## config.mk

```make
export PLATFORM = sky130hd
export DESIGN_NAME = mfos_ram
export DESIGN_NICKNAME = d
export VERILOG_FILES = /design/src/design/mfos_ram.sv
export SDC_FILE = /design/constraint.sdc
export NUM_CORES = 1
export LEC_CHECK = 0
export BUFFER_PORTS_ARGS = -buffer_cell sky130_fd_sc_hd__buf_4
export CORE_UTILIZATION = 50
export CTS_CLUSTER_DIAMETER = 30
export CTS_CLUSTER_SIZE = 16
export DETAILED_ROUTE_END_ITERATION = 7
export PLACE_DENSITY = 0.67
export SETUP_SLACK_MARGIN = 0.15
export SYNTH_ARGS = -nofsm -noshare
export SYNTH_HDL_FRONTEND = slang
export SYNTH_SLANG_ARGS = --single-unit
```

## constraint.sdc

```tcl
create_clock -name clk_i -period 1.45 [get_ports clk_i]
set_clock_uncertainty 0.1 [all_clocks]
set_input_delay 0 -clock clk_i [delete_from_list [all_inputs] [get_ports clk_i]]
set_output_delay 0 -clock clk_i [all_outputs]
set_load 0.05 [all_outputs]
```

## src/design/mfos_ram.sv

```systemverilog
// ----------------------------------------------------------------------------
// mfos_ram
// Simple dual-port RAM: one write port, one read port with registered data.
// ----------------------------------------------------------------------------
module mfos_ram #(
  parameter int unsigned WIDTH = 8,
  parameter int unsigned DEPTH = 16
) (
  input  logic                     clk_i,
  input  logic                     we_i,
  input  logic [$clog2(DEPTH)-1:0] waddr_i,
  input  logic [WIDTH-1:0]         wdata_i,
  input  logic                     re_i,
  input  logic [$clog2(DEPTH)-1:0] raddr_i,
  output logic [WIDTH-1:0]         rdata_o
);

  logic [WIDTH-1:0] mem_q [DEPTH];
  logic [WIDTH-1:0] rdata_q;

  always_ff @(posedge clk_i) begin
    if (we_i) begin
      mem_q[waddr_i] <= wdata_i;
    end
    // hold read data while no read is issued
    if (re_i) begin
      rdata_q <= mem_q[raddr_i];
    end
  end

  assign rdata_o = rdata_q;

endmodule

```

==> flow_summary.toml <==
[run_status]
status = "finished with violations"
failed_checks = "setup timing"

[cells_and_area]
nets = 318
final_common_cell = "edfxtp_1"
final_util = 0.645
area_growth_pct = 22.9
drive_gt1_frac = 0.381
final_cells = 445
multiInputGateArea_mm2 = 0.00105
register_area_mm2 = 0.00408
num_antenna_cells = 0
layout_common_cells = "edfxtp_1 (136), buf_4 (45), mux4_2 (32)"
fin_area_mm2 = 0.00642
nFillCells = 668

[sta]
finalCriticalPeriod_ns = 1.52
setup_slack_ns = -0.0731
slew_violations = 0
fin_crit_sh = 1.05
rsz0062_at_grt = "yes"
setup_violations = 6
tightest_slew_ns = 0.946
final.setup.tns_ns = -0.247
fmax_mhz = 657
slew_headroom = 0.368
hold_viol = 0

[yosys]
avgSynthCellArea_um2 = 22.8
synthCells = 229
synth_ff_type = "edfxtp_1"
synth_top_cell_area_share = 0.781
ys_warn_count = 0
synth_nets = 248
yosys.area.top_type = "edfxtp_1"
yosysSeqAreaShare = 0.781
netlist_area_mm2 = 0.00523
synth-edff-count = 136
synth_area_leaders = "edfxtp_1 (78%), mux4_2 (7.8%), mux4_1 (7.0%), a22oi_1 (2.3%), nor2_1 (0.93%)"
synth_cell_types = 18
synthArstFlopShare = 0
ys_ff_latch = 136

[setup_path]
critical_path_class = "register to register"
cp.arrival_ns = 1.67
start_kind = "register"
cp-endpoint = "rdata_o[4]$_DFFE_PP_"
r2r-end = "rdata_o[4]$_DFFE_PP_"
reg2reg_depth = 3
endpoint_kind = "register"
cp-startpoint = "mem_q[11][4]$_DFFE_PP_"
r2r_slack_ns = -0.07
r2r_start = "mem_q[11][4]$_DFFE_PP_"
critPathRequiredTime_ns = 1.60
cp_max_fo = 1

[clock_network]
cts_root_buf = "clkbuf_8"
cts.sinks = 136
cts_buffers = 17
cts_tree = "done"
path_clk_slew_ns = 0.06
postCtsSetupBuffers = 0
clock_latency_ns = 0.50
max-clock-path-buffers = 2
htree_levels = 4

[routing]
postRouteAntennaNets = 0
wl_mm = 9.52
viasPerCell = 5.58
wl_per_cell_um = 21.4
drc = 0
dr.pass1.iters = 4
via_count = 2485
drtIter0Drc = 151

[power_and_ir_drop]
ir_drop_mv = 0.736
powerDensity_mw_per_mm2 = 1420
p_leak_uw = 0.00214

[placed_design]
port_buffers = 26
dp.cells = 402
hpwl_mm = 6.10
place.gp.congestion = 0.706
post_dp_cell_area_mm2 = 0.00570
place_ws_ns = -0.185

[die]
die_area_mm2 = 0.0109
initial_core_util = 0.525
core_mm2 = 0.00995
die_w_um = 104
ios = 27
dieHeight_um = 104
rows = 36

[global_route]
grt_pass1_vias = 2607
gr-usage-all-layers = 0.194
overflow = 0
antenna_found_initial = 0
grt_pass1_wl_mm = 15.1
grt_max_degree = 17

[min_path]
hp-class = "primary input to register"

[job]
drv_cap = 0
==> cell usage after synthesis, drive strengths merged (2+ instances only) <==
master,count
mux4,32
clkdlybuf4s25,3
nor2,13
nor3,4
edfxtp,136
a22oi,16
nand2,9
nand2b,2
nand3b,2
buf,7
==> per-stage QoR <==
stage               power (µW)  hold WS, ns
finish                    9130       0.0252
global route              9420       0.0193
CTS                       9200      0.00288
detailed placement        5060        0.204
global placement          5050        0.202
floorplan                 4830     -0.00113
==> where the power goes <==
part | internal, µW | total, µW | leakage, µW | switching, µW
logic | 250 | 561 | 0.000635 | 311
registers | 4430 | 4450 | 0.00124 | 23.9
clock network | 2590 | 4120 | 0.000267 | 1520
==> routing by layer <==
layer | wire, µm | GRT usage
met1 | 4240 | 0.256
met2 | 4840 | 0.320
met3 | 325 | 0.0489
met4 | 108 | 0.0582
met5 | 0 | 0
==> registers in the layout (all words and copies together), names as in the netlist <==
signal	cells
mem_q	128
rdata_o	8
==> worst max-delay path, stage by stage (launching register included) <==
cell and delay [ns]:
edfxtp_1 0.38, mux4_2 0.49, a22oi_2 0.22, nand2_1 0.08
==> what timing repair did <==
item | in CTS | in global routing
setup endpoints to repair | 8 | 8
hold endpoints to repair | 168 | 0
hold buffers | 11 | 0
pin swaps | 1 | 0
resized for setup | 6 | 2
==> cell type report <==
cell class | instances | share of cell area
Clock inverter | 14 | 0.0245
Sequential cell | 136 | 0.636
Timing Repair Buffer | 61 | 0.0853
Multi-Input combinational cell | 83 | 0.163
Tap cell | 133 | 0.0259
Clock buffer | 18 | 0.0651
==> logic make-up after synthesis <==
logic type	Yosys count	synth area share
flops	136	0.781
simple gates	35	0.0314
mux	32	0.148
compound gates	16	0.0230
buf+inv	10	0.0165
==> how the worst min path moves through the flow <==
| stage | start | to | slack, ns | cells after the start |
|---|---|---|---|---|
| 3_3_place_gp | re_i | rdata_o[1]$_DFFE_PP_ | 0.20 | 1 |
| 3_5_place_dp | re_i | rdata_o[7]$_DFFE_PP_ | 0.20 | 1 |
| 2_1_floorplan | wdata_i[0] | mem_q[0][0]$_DFFE_PP_ | -0.001 | 0 |
| 4_1_cts | raddr_i[1] | rdata_o[6]$_DFFE_PP_ | 0.003 | 4 |
| 6_report | raddr_i[1] | rdata_o[6]$_DFFE_PP_ | 0.03 | 4 |
| 5_1_grt | raddr_i[1] | rdata_o[5]$_DFFE_PP_ | 0.02 | 4 |
Power figures use the tool's default switching activity.
